File: src/sv/trial_division_prime_test_assert.svh
// ============================================================================
// Assertion macros for the trial division prime test
// Shared concurrent assertion forms, clocked on i_clk and off during reset.
// ============================================================================
`ifndef TRIAL_DIVISION_PRIME_TEST_ASSERT_SVH
`define TRIAL_DIVISION_PRIME_TEST_ASSERT_SVH

// Same-cycle implication.
`define TDPT_ASSERT_NOW(label, ante, cons) \
    label: assert property (@(posedge i_clk) disable iff (!i_rst_n) (ante) |-> (cons)) \
        else $error("trial division prime test: assertion failed");

// Next-cycle implication.
`define TDPT_ASSERT_NEXT(label, ante, cons) \
    label: assert property (@(posedge i_clk) disable iff (!i_rst_n) (ante) |=> (cons)) \
        else $error("trial division prime test: assertion failed");

`endif

File: src/sv/trd_pkg.sv
// ============================================================================
// Trial division prime test package
// Widths, state encoding and the control structs shared by the modules.
// ============================================================================
package trd_pkg;

    localparam int VALUE_WIDTH   = 16;
    localparam int BIT_CNT_W     = $clog2(VALUE_WIDTH);
    localparam int SQ_W          = 2 * VALUE_WIDTH;
    localparam int IN_TDATA_W    = ((VALUE_WIDTH + 7) / 8) * 8;
    localparam int OUT_TDATA_W   = 8;
    localparam int FIRST_DIVISOR = 2;

    typedef enum logic [1:0] {
        ST_IDLE,
        ST_CHECK,
        ST_DIVIDE,
        ST_DONE
    } t_state;

    typedef struct packed {
        logic                   start;
        logic [VALUE_WIDTH-1:0] dividend;
        logic [VALUE_WIDTH-1:0] divisor;
    } t_rem_req;

    typedef struct packed {
        logic busy;
        logic done;
        logic zero;
    } t_rem_rsp;

endpackage

File: src/sv/trd_rem.sv
// ============================================================================
// Bit-serial remainder unit
// Shifts the dividend in one bit per cycle, most significant bit first, and
// reports whether the remainder by the divisor is zero.
// ============================================================================
module trd_rem
    import trd_pkg::*;
(
    input  logic     i_clk,
    input  logic     i_rst_n,
    input  t_rem_req i_req,
    output t_rem_rsp o_rsp
);

    logic [VALUE_WIDTH-1:0] r_shift;
    logic [VALUE_WIDTH-1:0] n_shift;
    logic [VALUE_WIDTH-1:0] r_rem;
    logic [VALUE_WIDTH-1:0] n_rem;
    logic [VALUE_WIDTH-1:0] r_divisor;
    logic [VALUE_WIDTH-1:0] n_divisor;
    logic [BIT_CNT_W-1:0]   r_cnt;
    logic [BIT_CNT_W-1:0]   n_cnt;
    logic                   r_busy;
    logic                   n_busy;
    logic                   r_done;
    logic                   n_done;
    logic                   r_zero;
    logic                   n_zero;

    logic [VALUE_WIDTH:0]   w_trial;
    logic [VALUE_WIDTH-1:0] w_step_rem;
    logic                   w_last;

    assign w_trial    = {r_rem, r_shift[VALUE_WIDTH-1]};
    assign w_step_rem = (w_trial >= {1'b0, r_divisor})
                      ? VALUE_WIDTH'(w_trial - {1'b0, r_divisor})
                      : w_trial[VALUE_WIDTH-1:0];
    assign w_last     = (r_cnt == BIT_CNT_W'(VALUE_WIDTH - 1));

    always_comb begin
        n_shift   = r_shift;
        n_rem     = r_rem;
        n_divisor = r_divisor;
        n_cnt     = r_cnt;
        n_busy    = r_busy;
        n_done    = 1'b0;
        n_zero    = r_zero;
        if (i_req.start) begin
            n_shift   = i_req.dividend;
            n_rem     = '0;
            n_divisor = i_req.divisor;
            n_cnt     = '0;
            n_busy    = 1'b1;
        end else if (r_busy) begin
            n_shift = {r_shift[VALUE_WIDTH-2:0], 1'b0};
            n_rem   = w_step_rem;
            n_cnt   = r_cnt + BIT_CNT_W'(1);
            if (w_last) begin
                n_busy = 1'b0;
                n_done = 1'b1;
                n_zero = (w_step_rem == '0);
            end
        end
    end

    always_ff @(posedge i_clk) begin
        if (!i_rst_n) begin
            r_busy <= 1'b0;
            r_done <= 1'b0;
            r_cnt  <= '0;
        end else begin
            r_busy <= n_busy;
            r_done <= n_done;
            r_cnt  <= n_cnt;
        end
    end

    always_ff @(posedge i_clk) begin
        r_shift   <= n_shift;
        r_rem     <= n_rem;
        r_divisor <= n_divisor;
        r_zero    <= n_zero;
    end

    assign o_rsp.busy = r_busy;
    assign o_rsp.done = r_done;
    assign o_rsp.zero = r_zero;

`include "trial_division_prime_test_assert.svh"

    `TDPT_ASSERT_NOW(a_start_when_idle, i_req.start, !r_busy)
    `TDPT_ASSERT_NEXT(a_done_after_last_bit, r_busy && w_last && !i_req.start, r_done)
    `TDPT_ASSERT_NOW(a_done_not_busy, r_done, !r_busy)

endmodule

File: config.mk
export PLATFORM = sky130hd
export DESIGN_NAME = trd_rem
export DESIGN_NICKNAME = d
export VERILOG_FILES = /design/src/sv/trd_pkg.sv /design/src/sv/trd_rem.sv
export VERILOG_INCLUDE_DIRS = /design/src /design/src/sv
export SDC_FILE = /design/constraint.sdc
export NUM_CORES = 1
export LEC_CHECK = 0
export BUFFER_PORTS_ARGS = -buffer_cell sky130_fd_sc_hd__buf_2
export CORE_MARGIN = 1
export CORE_UTILIZATION = 63
export DETAILED_ROUTE_END_ITERATION = 6
export PLACE_DENSITY = 0.85
export SKIP_LAST_GASP = 1
export SLEW_MARGIN = 30
export SYNTH_ARGS = -nofsm -noshare
export SYNTH_HDL_FRONTEND = slang
export SYNTH_SLANG_ARGS = --single-unit
File: constraint.sdc
create_clock -name i_clk -period 4.35 [get_ports i_clk]
set_input_delay 0.435 -clock i_clk [delete_from_list [all_inputs] [get_ports i_clk]]
set_output_delay 0.435 -clock i_clk [all_outputs]
set_load 0.02 [all_outputs]
==> impl_metrics.tcl, run 1 <==
set metrics [dict create \
    syn_nets 366 \
    leakage_uw 0.00152 \
    max-cap-violations 0 \
    cp-end-kind "flip-flop" \
    whs_path_depth 1 \
    syn_area_mm2 0.00327 \
    drive_above_1_share 0.219 \
    grt.total_usage 0.249 \
    ios 38 \
    drt_iter0_markers 185 \
    hold_viol 0 \
    synthDistinctLibCells 57 \
    path_depth 12 \
    status "finished clean" \
    area_growth_syn_to_layout_pct 8.12 \
    synth_flop_cell "edfxtp_1" \
    slew_headroom 0.542 \
    crit_fanout 4 \
    r2r_end "r_zero" \
    drtPass1Iterations 4 \
    total_power_uw 1270 \
    ctsResizeCount 0 \
    r2r_slack_ns 1.42 \
    hold_ws_ns 0.288 \
    fin_crit_sh 0.674 \
    crit_arrival_ns 3.10 \
    gp_congestion 0.934 \
    tightest_slew_ns 0.686 \
    reg2regPathDepth 12 \
    layout_min_cycle_time_ns 2.93 \
    min_path_type "in -> reg" \
    hold_path_startpoint "i_req[13]" \
    cts_tree "yes" \
    ant_nets 0 \
    layout.cells.non_filler 409 \
    rows 25 \
    critical_path_class "reg -> reg" \
    yosys_warnings 0 \
    cpPeakStageDelay_ns 0.42 \
    start_util 0.674 \
    worst_path_most_repeated_cell "inv_1" \
    fmax_mhz 341 \
    ys_ff_latch 55 \
    hold-path-endpoint "r_divisor[13]" \
    synth-edff-count 33 \
    layout_common_cells "buf_2, nor2_1, edfxtp_1, inv_1, dfxtp_1" \
    vias_per_cell 5.92 \
    port_buffers 37 \
    ys_async_sr_fraction 0 \
    core_mm2 0.00485 \
    final_common_cell "buf_2" \
    grt_max_degree 52 \
    ys_seq_area_frac 0.438 \
    tns_ns 0 \
    crit_slowest_cell "edfxtp_1" \
    crit_family "compound AO/OA/AOI/OAI gates" \
    remaining_drc_errors 0 \
    setup_viol 0 \
    diodes 0 \
    hpwl_um 4540 \
    wl_per_cell_um 15.4 \
    cts_setup_buffers 0 \
    dr_total_vias 2421 \
    syn_inst 313 \
    slew_viol_final 0 \
    clk_pin_slew_ns 0.10 \
    postCtsHoldBufs 0 \
    cts_made_buffers 5 \
    nNetsFinal 394 \
    synth.avg_cell_area_um2 10.4 \
    dp.cells 401 \
    finalClockSkew_ns 0.00886 \
    grt_antenna_before_repair 0 \
    crit_required_ns 4.52 \
    vdd_drop_max_mv 0.267 \
    die_w_um 74.0 \
    root_buffer "clkbuf_8" \
    htree_levels 2 \
    r2r-start "r_shift[15]" \
    dieArea_mm2 0.00548 \
    die_h_um 74.0 \
    clk_path_buf_depth 2 \
    grt_pass1_wl_um 10300 \
    drt_wl_total_um 6320 \
    worstPathCellList "inv_1 -> ha_1 -> inv_1 -> fa_1 -> a211o_1 -> a2111oi_2 -> o21bai_1 -> a21oi_2 -> xnor2_1 -> nor4_2 -> a31oi_1 -> nor3_1" \
    clock_latency_ns 0.32 \
    grt.overflow.total 0 \
    cp-start-kind "flip-flop" \
    grt_pass1_vias 2264 \
    rsz0062_at_grt "no" \
    fill_cells 383 \
    power.density_mw_per_mm2 361 \
    clock-sinks 55 \
    worstPathBufferInverterCount 2 \
]
==> state kept, by name (all words and copies together), names as in the netlist <==
register and count:
r_done 1, r_divisor 16, r_zero 1, r_rem 16, r_busy 1, r_cnt 4, r_shift 16
==> Yosys cell counts (4+ instances only) <==
| cell type | instances | area, µm² |
|---|---|---|
| nor2_1 | 35 | 131 |
| edfxtp_1 | 33 | 991 |
| inv_1 | 24 | 90.1 |
| dfxtp_1 | 22 | 440 |
| ha_1 | 17 | 213 |
| mux2_2 | 16 | 180 |
| mux2i_1 | 15 | 150 |
| a211oi_1 | 12 | 90.1 |
| nand2_1 | 12 | 45.0 |
| a21oi_1 | 11 | 55.1 |
| xnor2_1 | 9 | 78.8 |
| clkbuf_1 | 8 | 30.0 |
| o21ai_0 | 8 | 40.0 |
| xor2_1 | 6 | 52.6 |
| a21o_1 | 5 | 37.5 |
| nand4_1 | 5 | 31.3 |
| nor3_1 | 5 | 25.0 |
| a21oi_2 | 4 | 35.0 |
| nand3_1 | 4 | 20.0 |
| nor4_1 | 4 | 25.0 |
| o211a_1 | 4 | 40.0 |
==> per-stage QoR <==
step,util,worst slack [ns],area [µm²]
floorplan,-,1.64,3270
global placement,0.710,1.52,3440
detailed placement,0.710,1.45,3440
CTS,0.728,1.42,3530
global route,0.729,1.18,3530
finish,0.729,1.42,3530
==> area by class of cell <==
cell class	instances	area, µm²	share of cell area
Multi-Input combinational cell	217	1640	0.465
Sequential cell	55	1430	0.405
Timing Repair Buffer	38	195	0.0553
Inverter	24	90.1	0.0255
Tap cell	67	83.8	0.0237
Clock buffer	6	72.6	0.0205
Clock inverter	2	16.3	0.00461
==> cells by family (layout without fill, tap and decap cells) <==
logic type / Yosys count / in the layout / share of synthesized area
and+or+nand+nor: 84 / 84 / 0.129
AOI/OAI and AO/OA: 69 / 69 / 0.162
DFF: 55 / 55 / 0.438
buffers and inverters: 41 / 70 / 0.0590
muxes: 31 / 31 / 0.101
adders and majority gates: 18 / 18 / 0.0712
xor gates and xnor gates: 15 / 15 / 0.0402
==> routing by layer <==
layer / vias to the layer above / GRT usage / share of wire
met4: 0 / 0.120 / 0.028
met2: 61 / 0.402 / 0.47
met5: - / 0 / 0
met3: 18 / 0.0501 / 0.035
met1: 1137 / 0.322 / 0.46
li1: 1205 / - / -
==> worst max path at each step <==
| stage | from | endpoint | slack, ns |
|---|---|---|---|
| 2_1_floorplan | r_shift[15] | r_zero | 1.64 |
| 3_3_place_gp | r_shift[15] | r_zero | 1.52 |
| 3_5_place_dp | r_shift[15] | r_zero | 1.45 |
| 4_1_cts | r_shift[15] | r_zero | 1.42 |
| 5_1_grt | r_shift[15] | r_zero | 1.18 |
| 6_report | r_shift[15] | r_zero | 1.42 |
==> report_power, final <==
| part | switching, µW | internal, µW |
|---|---|---|
| sequential | 28.3 | 599 |
| clock | 174 | 116 |
| combinational | 198 | 158 |
==> worst register-to-register path, stage by stage (launching register included) <==
cell       delay, ns
edfxtp_1        0.42
inv_1           0.08
ha_1            0.16
inv_1           0.05
fa_1            0.41
a211o_1         0.37
a2111oi_2       0.33
o21bai_1        0.16
a21oi_2         0.17
xnor2_1         0.10
nor4_2          0.25
a31oi_1         0.11
nor3_1          0.16
Note: power is estimated with default switching activity, not from simulation.
==> inputs of run 2 (changes only) <==
Settings changed: CORE_UTILIZATION 63 to 58, PLACE_DENSITY 0.85 to 0.79.
Clock period 4.35 ns to 2.8 ns, I/O delays scaled along.
==> impl_metrics.tcl, run 2 (synthesized netlist as in run 1, its figures left out) <==
set metrics [dict create \
    status "finished clean" \
    max-cap-violations 0 \
    dr_total_vias 2522 \
    dieArea_mm2 0.00594 \
    cts_made_buffers 5 \
    place_area_mm2 0.00353 \
    clock-sinks 55 \
    grt_max_degree 29 \
    grt.total_usage 0.249 \
    grt_pass1_vias 2486 \
    finalClockSkew_ns 0.00864 \
    drt_wl_total_um 6850 \
    setup_viol 0 \
    reg_top3 "r_divisor (16), r_rem (16), r_shift (16)" \
    clock_latency_ns 0.31 \
    drtPass1Iterations 4 \
    ios 38 \
    cp-end-kind "flip-flop" \
    crit_required_ns 2.95 \
    die_w_um 77.1 \
    final_common_cell "buf_2" \
    hold_path_startpoint "i_req[1]" \
    die_h_um 77.1 \
    drt_iter0_markers 149 \
    cts_tree "yes" \
    nNetsFinal 408 \
    critical_path_class "reg -> reg" \
    dp.cells 416 \
    design_area_mm2 0.00369 \
    layout_common_cells "buf_2, nor2_1, edfxtp_1, inv_1, dfxtp_1" \
    power.density_mw_per_mm2 575 \
    leakage_uw 0.00161 \
    rsz0062_at_grt "yes" \
    postCtsHoldBufs 0 \
    hpwl_um 4930 \
    root_buffer "clkbuf_8" \
    fin_crit_sh 0.987 \
    htree_levels 2 \
    grt_pass1_wl_um 11600 \
    core_mm2 0.00527 \
    layout_min_cycle_time_ns 2.76 \
    port_buffers 37 \
    diodes 0 \
    startpoint "r_shift[15]" \
    vias_per_cell 5.92 \
    start_util 0.620 \
    fmax_mhz 362 \
    area_growth_syn_to_layout_pct 12.9 \
    clk_path_buf_depth 2 \
    grt.overflow.total 0 \
    slew_viol_final 0 \
    ant_nets 0 \
    layout.cells.non_filler 426 \
    tightest_slew_ns 0.494 \
    slew_headroom 0.671 \
    rows 26 \
    crit_arrival_ns 2.92 \
    r2r-start "r_shift[15]" \
    clk_pin_slew_ns 0.10 \
    drive_above_1_share 0.261 \
    crit_fanout 3 \
    gp_congestion 0.904 \
    wl_per_cell_um 16.1 \
    grt_antenna_before_repair 0 \
    hold_viol 0 \
    remaining_drc_errors 0 \
    cp-start-kind "flip-flop" \
    min_path_type "in -> reg" \
    vdd_drop_max_mv 0.414 \
]
==> run 2: routing by layer <==
metal / wire length (µm) / global-route usage / vias up
met3: 381 / 0.0452 / 17
met4: 160 / 0.113 / 0
li1: - / - / 1228
met5: 0 / 0 / -
met2: 3250 / 0.406 / 81
met1: 3060 / 0.321 / 1196
==> run 2: layout make-up <==
class / instances / area (µm²)
Sequential cell: 55 / 1430
Timing Repair Buffer: 52 / 298
Clock inverter: 2 / 38.8
Clock buffer: 6 / 72.6
Tap cell: 70 / 87.6
Inverter: 24 / 90.1
Multi-Input combinational cell: 217 / 1670
Fill cell: 415 / 1580
==> run 2: power breakdown <==
part / internal, µW / leakage (µW) / switching, µW
combinational: 284 / 0.00105 / 333
clock: 271 / 0.0000558 / 263
sequential: 931 / 0.000508 / 38.4
==> run 2: critical path, stage by stage, from the launching register on <==
cell and delay (ns):
edfxtp_1 0.39, inv_1 0.07, ha_1 0.15, inv_1 0.05, fa_2 0.37, a211o_1 0.32
a2111oi_4 0.34, o21bai_2 0.14, a21oi_2 0.16, xnor2_1 0.10, nor4_2 0.25, a31oi_1 0.11
nor3_1 0.16
==> run 2: through the flow <==
stage | util | total power, µW | hold slack (ns) | TNS (ns) | setup slack, ns
floorplan | - | 1420 | 0.379 | 0 | 0.0931
global placement | 0.671 | 1550 | 0.456 | 0 | 0.00857
detailed placement | 0.671 | 1570 | 0.458 | -0.0167 | -0.0167
CTS | 0.692 | 2110 | 0.133 | 0 | 0.0263
global route | 0.700 | 2230 | 0.123 | -0.198 | -0.162
finish | 0.700 | 2120 | 0.139 | 0 | 0.0365
==> run 2: worst paths after layout <==
path                            slack (ns)  depth (start not counted)           end
worst max-delay path                  0.04                         12        r_zero
worst min-delay path                  0.14                          1  r_divisor[1]
worst max register to register        0.04                         12        r_zero
worst min register to register        0.48                          2     r_rem[15]
==> run 2: timing repair <==
action                     CTS  global route
gates cloned                 0             0
resized for setup            1             5
buffers inserted             0             2
pin swaps                    1             3
setup endpoints to repair    1             9
